### config.mk
export PLATFORM = sky130hd
export DESIGN_NAME = receive_buffer_sizing_policy
export DESIGN_NICKNAME = d
export VERILOG_FILES = /design/src/rtl/core/rbsp_pkg.sv /design/src/rtl/core/rbsp_apb_regs.sv /design/src/rtl/core/rbsp_step.sv /design/src/rtl/core/receive_buffer_sizing_policy.sv
export SDC_FILE = /design/constraint.sdc
export NUM_CORES = 2
export LEC_CHECK = 0
export BUFFER_PORTS_ARGS = -buffer_cell sky130_fd_sc_hd__buf_2
export CAP_MARGIN = 25
export CORE_UTILIZATION = 63
export DETAILED_ROUTE_END_ITERATION = 8
export PLACE_DENSITY = 0.83
export RECOVER_POWER = 100
export SLEW_MARGIN = 20
export SYNTH_ARGS = -nofsm -noshare
export SYNTH_HDL_FRONTEND = slang
export SYNTH_SLANG_ARGS = --single-unit
### constraint.sdc
create_clock -name aclk -period 16.2 [get_ports aclk]
set_clock_uncertainty 0.2 [all_clocks]
set_input_delay 0.81 -clock aclk [delete_from_list [all_inputs] [get_ports aclk]]
set_output_delay 0.81 -clock aclk [all_outputs]
set_load 0.005 [all_outputs]
### src/rtl/core/rbsp_pkg.sv
// Shared types and constants for the receive buffer sizing policy.
// Used by rbsp_apb_regs, rbsp_step and receive_buffer_sizing_policy.
package rbsp_pkg;

    localparam int unsigned FIELD_W           = 24;
    localparam int unsigned SIZE_BITS_DEFAULT = 24;
    localparam int unsigned GRAIN             = 256;
    localparam int unsigned AVG_SHIFT         = 4;
    localparam int unsigned APB_ADDR_W        = 2;
    localparam int unsigned APB_DATA_W        = 32;
    localparam int unsigned OUT_DATA_W        = 152;

    localparam logic [FIELD_W-1:0]    MIN_CAP_RESET = 24'd4096;
    localparam logic [APB_ADDR_W-1:0] ADDR_MIN_CAP  = 2'd0;

    typedef enum logic [2:0] {
        OP_INIT    = 3'd0,
        OP_PREPARE = 3'd1,
        OP_COMMIT  = 3'd2,
        OP_CONSUME = 3'd3,
        OP_DECAY   = 3'd4,
        OP_CLEAR   = 3'd5,
        OP_RELEASE = 3'd6
    } op_t;

    typedef enum logic [1:0] {
        RELOC_NONE    = 2'd0,
        RELOC_COMPACT = 2'd1,
        RELOC_GROW    = 2'd2,
        RELOC_SHRINK  = 2'd3
    } reloc_t;

    typedef enum logic [1:0] {
        ST_OK           = 2'd0,
        ST_COMMIT_SPAN  = 2'd1,
        ST_CONSUME_LIVE = 2'd2,
        ST_OVERFLOW     = 2'd3
    } status_t;

    typedef struct packed {
        logic [FIELD_W-1:0] capacity;
        logic [FIELD_W-1:0] read_offset;
        logic [FIELD_W-1:0] write_offset;
        logic [FIELD_W-1:0] free_bytes;
        reloc_t             relocation;
        logic [FIELD_W-1:0] move_from;
        logic [FIELD_W-1:0] move_bytes;
        status_t            status;
    } result_t;

endpackage

### src/rtl/core/rbsp_apb_regs.sv
// APB register file holding the min_capacity floor.
// Depends on rbsp_pkg for address map and reset value.
module rbsp_apb_regs (
    input  logic                                aclk,
    input  logic                                aresetn,
    input  logic                                psel,
    input  logic                                penable,
    input  logic                                pwrite,
    input  logic [rbsp_pkg::APB_ADDR_W-1:0]     paddr,
    input  logic [rbsp_pkg::APB_DATA_W-1:0]     pwdata,
    output logic [rbsp_pkg::APB_DATA_W-1:0]     prdata,
    output logic                                pready,
    output logic [rbsp_pkg::FIELD_W-1:0]        min_capacity
);

    logic [rbsp_pkg::FIELD_W-1:0] min_cap_reg;
    logic                         wr_en;

    assign pready = 1'b1;
    assign wr_en  = psel && penable && pwrite && pready && (paddr == rbsp_pkg::ADDR_MIN_CAP);

    always_ff @(posedge aclk) begin
        if (!aresetn) begin
            min_cap_reg <= rbsp_pkg::MIN_CAP_RESET;
        end else if (wr_en) begin
            min_cap_reg <= pwdata[rbsp_pkg::FIELD_W-1:0];
        end
    end

    always_comb begin
        prdata = '0;
        if (paddr == rbsp_pkg::ADDR_MIN_CAP) begin
            prdata = rbsp_pkg::APB_DATA_W'(min_cap_reg);
        end
    end

    assign min_capacity = min_cap_reg;

endmodule

### src/rtl/core/rbsp_step.sv
// Next-state and result logic for one buffer op.
// Depends on rbsp_pkg for op, relocation and status codes and the result type.
module rbsp_step #(
    parameter int unsigned SIZE_BITS = rbsp_pkg::SIZE_BITS_DEFAULT
) (
    input  logic [2:0]                   op,
    input  logic [rbsp_pkg::FIELD_W-1:0] amount,
    input  logic [rbsp_pkg::FIELD_W-1:0] min_capacity,
    input  logic [SIZE_BITS-1:0]         cap_cur,
    input  logic [SIZE_BITS-1:0]         start_cur,
    input  logic [SIZE_BITS-1:0]         end_cur,
    input  logic [SIZE_BITS-1:0]         peak_cur,
    input  logic [SIZE_BITS-1:0]         wm_cur,
    input  logic                         traffic_cur,
    output logic [SIZE_BITS-1:0]         cap_next,
    output logic [SIZE_BITS-1:0]         start_next,
    output logic [SIZE_BITS-1:0]         end_next,
    output logic [SIZE_BITS-1:0]         peak_next,
    output logic [SIZE_BITS-1:0]         wm_next,
    output logic                         traffic_next,
    output rbsp_pkg::result_t            result
);

    localparam int unsigned CW = ((SIZE_BITS > rbsp_pkg::FIELD_W) ?
                                  SIZE_BITS : rbsp_pkg::FIELD_W) + 2;
    localparam int unsigned SW = SIZE_BITS + rbsp_pkg::AVG_SHIFT + 2;
    localparam int unsigned AVG_N = 1 << rbsp_pkg::AVG_SHIFT;
    localparam logic [CW-1:0] SMASK = CW'((64'd1 << SIZE_BITS) - 64'd1);
    localparam logic [CW-1:0] GRAIN_LOW = CW'(rbsp_pkg::GRAIN - 1);

    function automatic logic [CW-1:0] round_grain(input logic [CW-1:0] n);
        round_grain = (n + GRAIN_LOW) & ~GRAIN_LOW;
    endfunction

    function automatic logic [CW-1:0] max_cw(input logic [CW-1:0] a, input logic [CW-1:0] b);
        max_cw = (a > b) ? a : b;
    endfunction

    logic [CW-1:0] cap_x, start_x, end_x, peak_x, wm_x, min_x, amt_x;
    logic [CW-1:0] live_x, free_x, need_x, init_cap, grow_cap;
    logic [SW-1:0] wm_w, avg_w;
    logic [CW-1:0] sampled_x, wm_probe, shrink_target;
    logic          shrink_ok;
    logic [CW-1:0] cap_n, start_n, end_n, peak_n, wm_n, from_n, nbytes_n, free_n;
    logic          traffic_n;
    rbsp_pkg::reloc_t  reloc_n;
    rbsp_pkg::status_t status_n;

    assign cap_x   = CW'(cap_cur);
    assign start_x = CW'(start_cur);
    assign end_x   = CW'(end_cur);
    assign peak_x  = CW'(peak_cur);
    assign wm_x    = CW'(wm_cur);
    assign min_x   = CW'(min_capacity);
    assign amt_x   = CW'(amount);

    assign live_x   = end_x - start_x;
    assign free_x   = cap_x - end_x;
    assign need_x   = live_x + amt_x;
    assign init_cap = round_grain(amt_x);
    assign grow_cap = round_grain(max_cw(max_cw(cap_x + (cap_x >> 1), min_x), need_x));

    // 1/16 watermark update with round-up
    assign wm_w      = SW'(wm_cur);
    assign avg_w     = (wm_w * SW'(AVG_N - 1) + SW'(peak_cur) + SW'(AVG_N - 1))
                       >> rbsp_pkg::AVG_SHIFT;
    assign sampled_x = CW'(avg_w[SIZE_BITS-1:0]);

    assign wm_probe      = (op == rbsp_pkg::OP_CONSUME) ? sampled_x : (wm_x >> 1);
    assign shrink_target = round_grain(max_cw(min_x, wm_probe));
    assign shrink_ok     = (cap_x > min_x) && ((cap_x >> 1) > wm_probe) &&
                           (shrink_target < cap_x);

    always_comb begin
        cap_n     = cap_x;
        start_n   = start_x;
        end_n     = end_x;
        peak_n    = peak_x;
        wm_n      = wm_x;
        traffic_n = traffic_cur;
        reloc_n   = rbsp_pkg::RELOC_NONE;
        status_n  = rbsp_pkg::ST_OK;
        from_n    = '0;
        nbytes_n  = '0;
        case (op)
            rbsp_pkg::OP_INIT: begin
                if ((amt_x != '0) && (init_cap > SMASK)) begin
                    status_n = rbsp_pkg::ST_OVERFLOW;
                end else begin
                    cap_n     = '0;
                    start_n   = '0;
                    end_n     = '0;
                    peak_n    = '0;
                    wm_n      = '0;
                    traffic_n = 1'b0;
                    if (amt_x != '0) begin
                        cap_n   = init_cap;
                        wm_n    = init_cap;
                        reloc_n = rbsp_pkg::RELOC_GROW;
                    end
                end
            end
            rbsp_pkg::OP_PREPARE: begin
                if (amt_x > free_x) begin
                    if ((cap_x - live_x) >= amt_x) begin
                        reloc_n  = rbsp_pkg::RELOC_COMPACT;
                        from_n   = start_x;
                        nbytes_n = live_x;
                        start_n  = '0;
                        end_n    = live_x;
                        wm_n     = sampled_x;
                        peak_n   = need_x;
                    end else if (grow_cap > SMASK) begin
                        status_n = rbsp_pkg::ST_OVERFLOW;
                    end else begin
                        reloc_n  = rbsp_pkg::RELOC_GROW;
                        from_n   = start_x;
                        nbytes_n = live_x;
                        cap_n    = grow_cap;
                        start_n  = '0;
                        end_n    = live_x;
                        wm_n     = grow_cap;
                        peak_n   = need_x;
                    end
                end else begin
                    peak_n = max_cw(peak_x, need_x);
                end
            end
            rbsp_pkg::OP_COMMIT: begin
                if (amt_x > free_x) begin
                    status_n = rbsp_pkg::ST_COMMIT_SPAN;
                end else begin
                    end_n     = end_x + amt_x;
                    peak_n    = max_cw(peak_x, need_x);
                    traffic_n = 1'b1;
                end
            end
            rbsp_pkg::OP_CONSUME: begin
                if (amt_x > live_x) begin
                    status_n = rbsp_pkg::ST_CONSUME_LIVE;
                end else if (amt_x == live_x) begin
                    start_n = '0;
                    end_n   = '0;
                    wm_n    = sampled_x;
                    peak_n  = '0;
                    if (shrink_ok) begin
                        cap_n   = shrink_target;
                        reloc_n = rbsp_pkg::RELOC_SHRINK;
                    end
                end else begin
                    start_n = start_x + amt_x;
                end
            end
            rbsp_pkg::OP_DECAY: begin
                if ((cap_x <= min_x) || (live_x != '0)) begin
                    cap_n = cap_x;
                end else if (traffic_cur) begin
                    traffic_n = 1'b0;
                end else begin
                    wm_n = wm_x >> 1;
                    if (shrink_ok) begin
                        cap_n   = shrink_target;
                        start_n = '0;
                        end_n   = '0;
                        reloc_n = rbsp_pkg::RELOC_SHRINK;
                    end
                end
            end
            rbsp_pkg::OP_CLEAR: begin
                start_n = '0;
                end_n   = '0;
                peak_n  = '0;
            end
            rbsp_pkg::OP_RELEASE: begin
                cap_n   = '0;
                start_n = '0;
                end_n   = '0;
                peak_n  = '0;
                wm_n    = '0;
            end
            default: begin
                cap_n = cap_x;
            end
        endcase
    end

    assign free_n = cap_n - end_n;

    assign cap_next     = cap_n[SIZE_BITS-1:0];
    assign start_next   = start_n[SIZE_BITS-1:0];
    assign end_next     = end_n[SIZE_BITS-1:0];
    assign peak_next    = peak_n[SIZE_BITS-1:0];
    assign wm_next      = wm_n[SIZE_BITS-1:0];
    assign traffic_next = traffic_n;

    always_comb begin
        result.capacity     = cap_n[rbsp_pkg::FIELD_W-1:0];
        result.read_offset  = start_n[rbsp_pkg::FIELD_W-1:0];
        result.write_offset = end_n[rbsp_pkg::FIELD_W-1:0];
        result.free_bytes   = free_n[rbsp_pkg::FIELD_W-1:0];
        result.relocation   = reloc_n;
        result.move_from    = from_n[rbsp_pkg::FIELD_W-1:0];
        result.move_bytes   = nbytes_n[rbsp_pkg::FIELD_W-1:0];
        result.status       = status_n;
    end

endmodule

### src/rtl/core/receive_buffer_sizing_policy.sv
// Top level of the receive buffer sizing policy: input register, op logic, result register.
// Depends on rbsp_pkg, rbsp_apb_regs and rbsp_step.
//
//   channel   direction   ports                               payload
//   s_        in          s_tvalid s_tready s_tdata s_tuser   amount / op
//   m_        out         m_tvalid m_tready m_tdata           buffer state and move report
//   apb       in/out      psel penable pwrite paddr pwdata    min_capacity at address 0
//
// A transfer in is registered in the op register and reported from the result register.
// One op per cycle is sustained while results are taken; the buffer state updates in the same cycle as the result.
// A stalled result holds the op register, which then holds s_tready low.
// aresetn is synchronous: empty buffer, min_capacity 4096, both stages empty.
module receive_buffer_sizing_policy #(
    parameter int unsigned SIZE_BITS = rbsp_pkg::SIZE_BITS_DEFAULT
) (
    input  logic                                aclk,
    input  logic                                aresetn,
    input  logic                                s_tvalid,
    output logic                                s_tready,
    input  logic [rbsp_pkg::FIELD_W-1:0]        s_tdata,   // [23:0] amount
    input  logic [2:0]                          s_tuser,   // [2:0] op
    output logic                                m_tvalid,
    input  logic                                m_tready,
    // [23:0] capacity, [47:24] read_offset, [71:48] write_offset, [95:72] free_bytes,
    // [97:96] relocation, [121:98] move_from, [145:122] move_bytes, [147:146] status
    output logic [rbsp_pkg::OUT_DATA_W-1:0]     m_tdata,
    input  logic                                psel,
    input  logic                                penable,
    input  logic                                pwrite,
    input  logic [rbsp_pkg::APB_ADDR_W-1:0]     paddr,
    input  logic [rbsp_pkg::APB_DATA_W-1:0]     pwdata,
    output logic [rbsp_pkg::APB_DATA_W-1:0]     prdata,
    output logic                                pready
);

    logic [rbsp_pkg::FIELD_W-1:0] min_capacity;

    logic                         in_valid_reg;
    logic [2:0]                   op_reg;
    logic [rbsp_pkg::FIELD_W-1:0] amount_reg;
    logic                         out_valid_reg;
    rbsp_pkg::result_t            res_reg;

    logic [SIZE_BITS-1:0] cap_reg, start_reg, end_reg, peak_reg, wm_reg;
    logic [SIZE_BITS-1:0] cap_next, start_next, end_next, peak_next, wm_next;
    logic                 traffic_reg, traffic_next;
    rbsp_pkg::result_t    res_next;

    logic advance;
    logic s_xfer;

    rbsp_apb_regs u_regs (
        .aclk         (aclk),
        .aresetn      (aresetn),
        .psel         (psel),
        .penable      (penable),
        .pwrite       (pwrite),
        .paddr        (paddr),
        .pwdata       (pwdata),
        .prdata       (prdata),
        .pready       (pready),
        .min_capacity (min_capacity)
    );

    rbsp_step #(
        .SIZE_BITS (SIZE_BITS)
    ) u_step (
        .op           (op_reg),
        .amount       (amount_reg),
        .min_capacity (min_capacity),
        .cap_cur      (cap_reg),
        .start_cur    (start_reg),
        .end_cur      (end_reg),
        .peak_cur     (peak_reg),
        .wm_cur       (wm_reg),
        .traffic_cur  (traffic_reg),
        .cap_next     (cap_next),
        .start_next   (start_next),
        .end_next     (end_next),
        .peak_next    (peak_next),
        .wm_next      (wm_next),
        .traffic_next (traffic_next),
        .result       (res_next)
    );

    assign advance  = in_valid_reg && (!out_valid_reg || m_tready);
    assign s_tready = !in_valid_reg || advance;
    assign s_xfer   = s_tvalid && s_tready;

    always_ff @(posedge aclk) begin
        if (!aresetn) begin
            in_valid_reg <= 1'b0;
        end else if (s_tready) begin
            in_valid_reg <= s_tvalid;
        end
    end

    always_ff @(posedge aclk) begin
        if (s_xfer) begin
            op_reg     <= s_tuser;
            amount_reg <= s_tdata;
        end
    end

    always_ff @(posedge aclk) begin
        if (!aresetn) begin
            cap_reg     <= '0;
            start_reg   <= '0;
            end_reg     <= '0;
            peak_reg    <= '0;
            wm_reg      <= '0;
            traffic_reg <= 1'b0;
        end else if (advance) begin
            cap_reg     <= cap_next;
            start_reg   <= start_next;
            end_reg     <= end_next;
            peak_reg    <= peak_next;
            wm_reg      <= wm_next;
            traffic_reg <= traffic_next;
        end
    end

    always_ff @(posedge aclk) begin
        if (!aresetn) begin
            out_valid_reg <= 1'b0;
        end else if (advance) begin
            out_valid_reg <= 1'b1;
        end else if (m_tready) begin
            out_valid_reg <= 1'b0;
        end
    end

    always_ff @(posedge aclk) begin
        if (advance) begin
            res_reg <= res_next;
        end
    end

    assign m_tvalid = out_valid_reg;
    assign m_tdata  = {4'b0000,
                       res_reg.status,
                       res_reg.move_bytes,
                       res_reg.move_from,
                       res_reg.relocation,
                       res_reg.free_bytes,
                       res_reg.write_offset,
                       res_reg.read_offset,
                       res_reg.capacity};

    a_cursor_order: assert property (@(posedge aclk) disable iff (!aresetn)
        (start_reg <= end_reg) && (end_reg <= cap_reg))
        else $error("cursor order broken");

    a_state_hold: assert property (@(posedge aclk) disable iff (!aresetn)
        !advance |=> $stable(cap_reg) && $stable(end_reg) && $stable(wm_reg))
        else $error("buffer state moved without a transfer");

    a_error_no_move: assert property (@(posedge aclk) disable iff (!aresetn)
        out_valid_reg && (res_reg.status != rbsp_pkg::ST_OK) |->
        (res_reg.relocation == rbsp_pkg::RELOC_NONE) && (res_reg.move_bytes == '0))
        else $error("error result reports a move");

    a_shrink_empty: assert property (@(posedge aclk) disable iff (!aresetn)
        out_valid_reg && (res_reg.relocation == rbsp_pkg::RELOC_SHRINK) |->
        (res_reg.read_offset == '0) && (res_reg.write_offset == '0))
        else $error("shrink left live data");

endmodule
==> reports/metrics.yaml <==
peakVddDrop_uv: 100
cts.sinks: 322
powerDensity_nw_per_um2: 102
timing.critical_path.arrival_ns: 15.66
outcome: "finished with violations"
stdcell_count: 4921
final_cell_mix: "ha_1 (482), inv_1 (417), a21oi_1 (325)"
fmax_mhz: 64.3
violations: "design-rule violations, max-capacitance violations, max-slew violations"
whs_endpoint: "amount_reg[4]$_DFFE_PP_"
drv_slew: 516
start_kind: "register"
antenna_cells: 0
min_path_type: "primary input to register"
worst_setup_path_end_kind: "register"
vias_per_cell: 6.58
cpMaxStageDelayCell: "fa_1"
worst_pin_slew_ns: 3.84
gp_congestion: 1.01
setup_viol: 0
grt_pass1_wl_microns: 170000
clk_pin_slew_ns: 0.06
syn-cell-area_sq_um: 33700
reg2reg_depth: 61
ys_types: 105
layout_min_cycle_time_ns: 15.55
drt-pass1-iter-count: 8
initial_core_util: 0.639
hpwl_microns: 87900
synth_seq_cells: 322
crit_path_max_fanout: 8
slew_headroom: -1.56
grt_max_degree: 78
cts_buffers: 37
die_w_microns: 233
reg2reg_from: "wm_reg[1]$_SDFFE_PN0P_"
htree_levels: 2
drt_iter0_markers: 4065
final_antenna_net_count: 0
port_buffers: 233
grt_overflow_total: 0
final_common_cell: "ha_1"
leakagePower_nw: 16.1
cap_violations: 10
nets: 4830
drc_errors: 22
antenna_found_initial: 3
core_area_sq_um: 52800
cts_max_path_buffers: 3
seq_area_frac_synth: 0.243
routed_wl_microns: 112000
rsz0062_at_grt: "no"
vias: 32390
period_share: 0.960
cts_tree: "yes"
avgSynthCellArea_sq_um: 8.46
power.total_mw: 3.75
reg2reg_to: "m_tdata[94]$_DFFE_PP_"
worstPathRequired_ns: 16.31
root_buffer: "clkbuf_16"
yosysWarningCount: 0
grt_pass1_vias: 29680
reg2reg_slack_ns: 0.65
syn_to_final_growth_pct: 9.00
cpMostUsedCell: "o21ai_0"
wl_per_cell_microns: 22.8
async_flop_share: 0
hold_viol: 0
synth_edf_count: 175
whs_path_depth: 1
synth_ff_type: "edfxtp_1"
numPlacedInstances: 4850
ios: 255
fin_tns_setup_ns: 0
largest_reg_flops: 148
fp-row-count: 84
crit_type: "register to register"
drive_gt1_frac: 0.0626
fp.dieH_microns: 233
cpPeakStageDelay_ns: 0.56
worstSkewPairLatency_ns: 0.59
detailedPlace.worstSlack_ns: 0.550
min_from: "s_tdata[4]"
postLayoutSetupSlackWorst_ns: 0.646
die_area_sq_um: 54400
grt.total_usage: 0.405
syn_inst: 3986
## how the worst max path moves through the flow
stage / startpoint / to / cells after the start
floorplan: wm_reg[1]$_SDFFE_PN0P_ / m_tdata[95]$_DFFE_PP_ / 61
global placement: wm_reg[1]$_SDFFE_PN0P_ / m_tdata[94]$_DFFE_PP_ / 60
detailed placement: wm_reg[1]$_SDFFE_PN0P_ / m_tdata[94]$_DFFE_PP_ / 60
CTS: wm_reg[1]$_SDFFE_PN0P_ / m_tdata[94]$_DFFE_PP_ / 60
global route: wm_reg[1]$_SDFFE_PN0P_ / m_tdata[94]$_DFFE_PP_ / 61
finish: wm_reg[1]$_SDFFE_PN0P_ / m_tdata[94]$_DFFE_PP_ / 61
## synthesized netlist by cell type (all sizes together), types with 16 or more instances
master / n / share of area
xor2: 61 / 0.016
nor2b: 37 / 0.0069
dfxtp: 147 / 0.087
or2: 20 / 0.0037
a31oi: 42 / 0.0078
a21o: 77 / 0.017
xnor2: 150 / 0.039
clkbuf: 97 / 0.011
o21a: 58 / 0.013
fa: 76 / 0.045
and2: 82 / 0.015
a22o: 28 / 0.0073
o31ai: 18 / 0.0042
nand3: 104 / 0.015
o2bb2ai: 19 / 0.0049
mux2i: 33 / 0.0098
o21bai: 29 / 0.0065
o211ai: 29 / 0.0066
ha: 482 / 0.18
and3: 28 / 0.0052
inv: 421 / 0.047
or3: 27 / 0.0050
nor2: 233 / 0.026
a211oi: 56 / 0.012
nand2: 299 / 0.033
buf: 37 / 0.0066
nor4: 31 / 0.0058
mux2: 20 / 0.0067
o21ai: 219 / 0.033
edfxtp: 175 / 0.16
a221oi: 25 / 0.0084
nor3: 109 / 0.017
a21oi: 326 / 0.049
nand2b: 70 / 0.013
a21boi: 16 / 0.0036
nand4: 62 / 0.012
## power breakdown
part           internal [mW]  switching (mW)  total, mW
Combinational          0.702            1.22       1.92
Sequential             0.919          0.0405      0.959
Clock                  0.495           0.375      0.870
## layer usage
metal,track usage,vias to the layer above,part of all wire
met5,0,-,0.00093
met4,0.156,8,0.043
met3,0.0989,359,0.12
met2,0.607,1905,0.43
met1,0.559,15190,0.42
li1,-,14928,-
## cells by family after synthesis
group / synth area share
buffers and inverters: 0.0644
DFF: 0.243
adders and majority gates: 0.224
AOI/OAI and AO/OA: 0.220
and+or+nand+nor: 0.177
other: 0.000223
xor gates and xnor gates: 0.0548
muxes: 0.0165
## layout make-up
| class | instances | area [sq um] |
|---|---|---|
| Multi-Input combinational cell | 3119 | 23500 |
| Fill cell | 4347 | 16000 |
| Sequential cell | 322 | 8200 |
| Inverter | 422 | 1590 |
| Timing Repair Buffer | 302 | 1410 |
| Clock buffer | 50 | 1020 |
| Tap cell | 688 | 861 |
| Clock inverter | 18 | 206 |
## critical path: cells and delay by family, from the launching register on
kind	cells	cell delay (ns)
adder cells (fa/ha/maj)	7	2.74
AO/OA/AOI/OAI	32	8.05
AND/OR/NAND/NOR	12	2.25
XOR/XNOR	3	0.87
multiplexers	1	0.16
buffers and inverters	6	0.63
flip-flops	1	0.39
## what timing repair did
item,CTS,global route
hold buffers,0,0
resized for setup,0,16
setup buffers,0,1
hold endpoints to repair,0,0
setup endpoints to repair,0,9
## metrics by stage
step / area, sq um / util / hold slack, ns
after floorplan: 33800 / - / 0.260
after global placement: 35800 / 0.678 / 0.276
after detailed placement: 35800 / 0.678 / 0.278
after CTS: 37000 / 0.701 / 0.185
after global routing: 36800 / 0.697 / 0.190
final: 36800 / 0.697 / 0.201
Note: power is estimated with default switching activity, not from simulation.
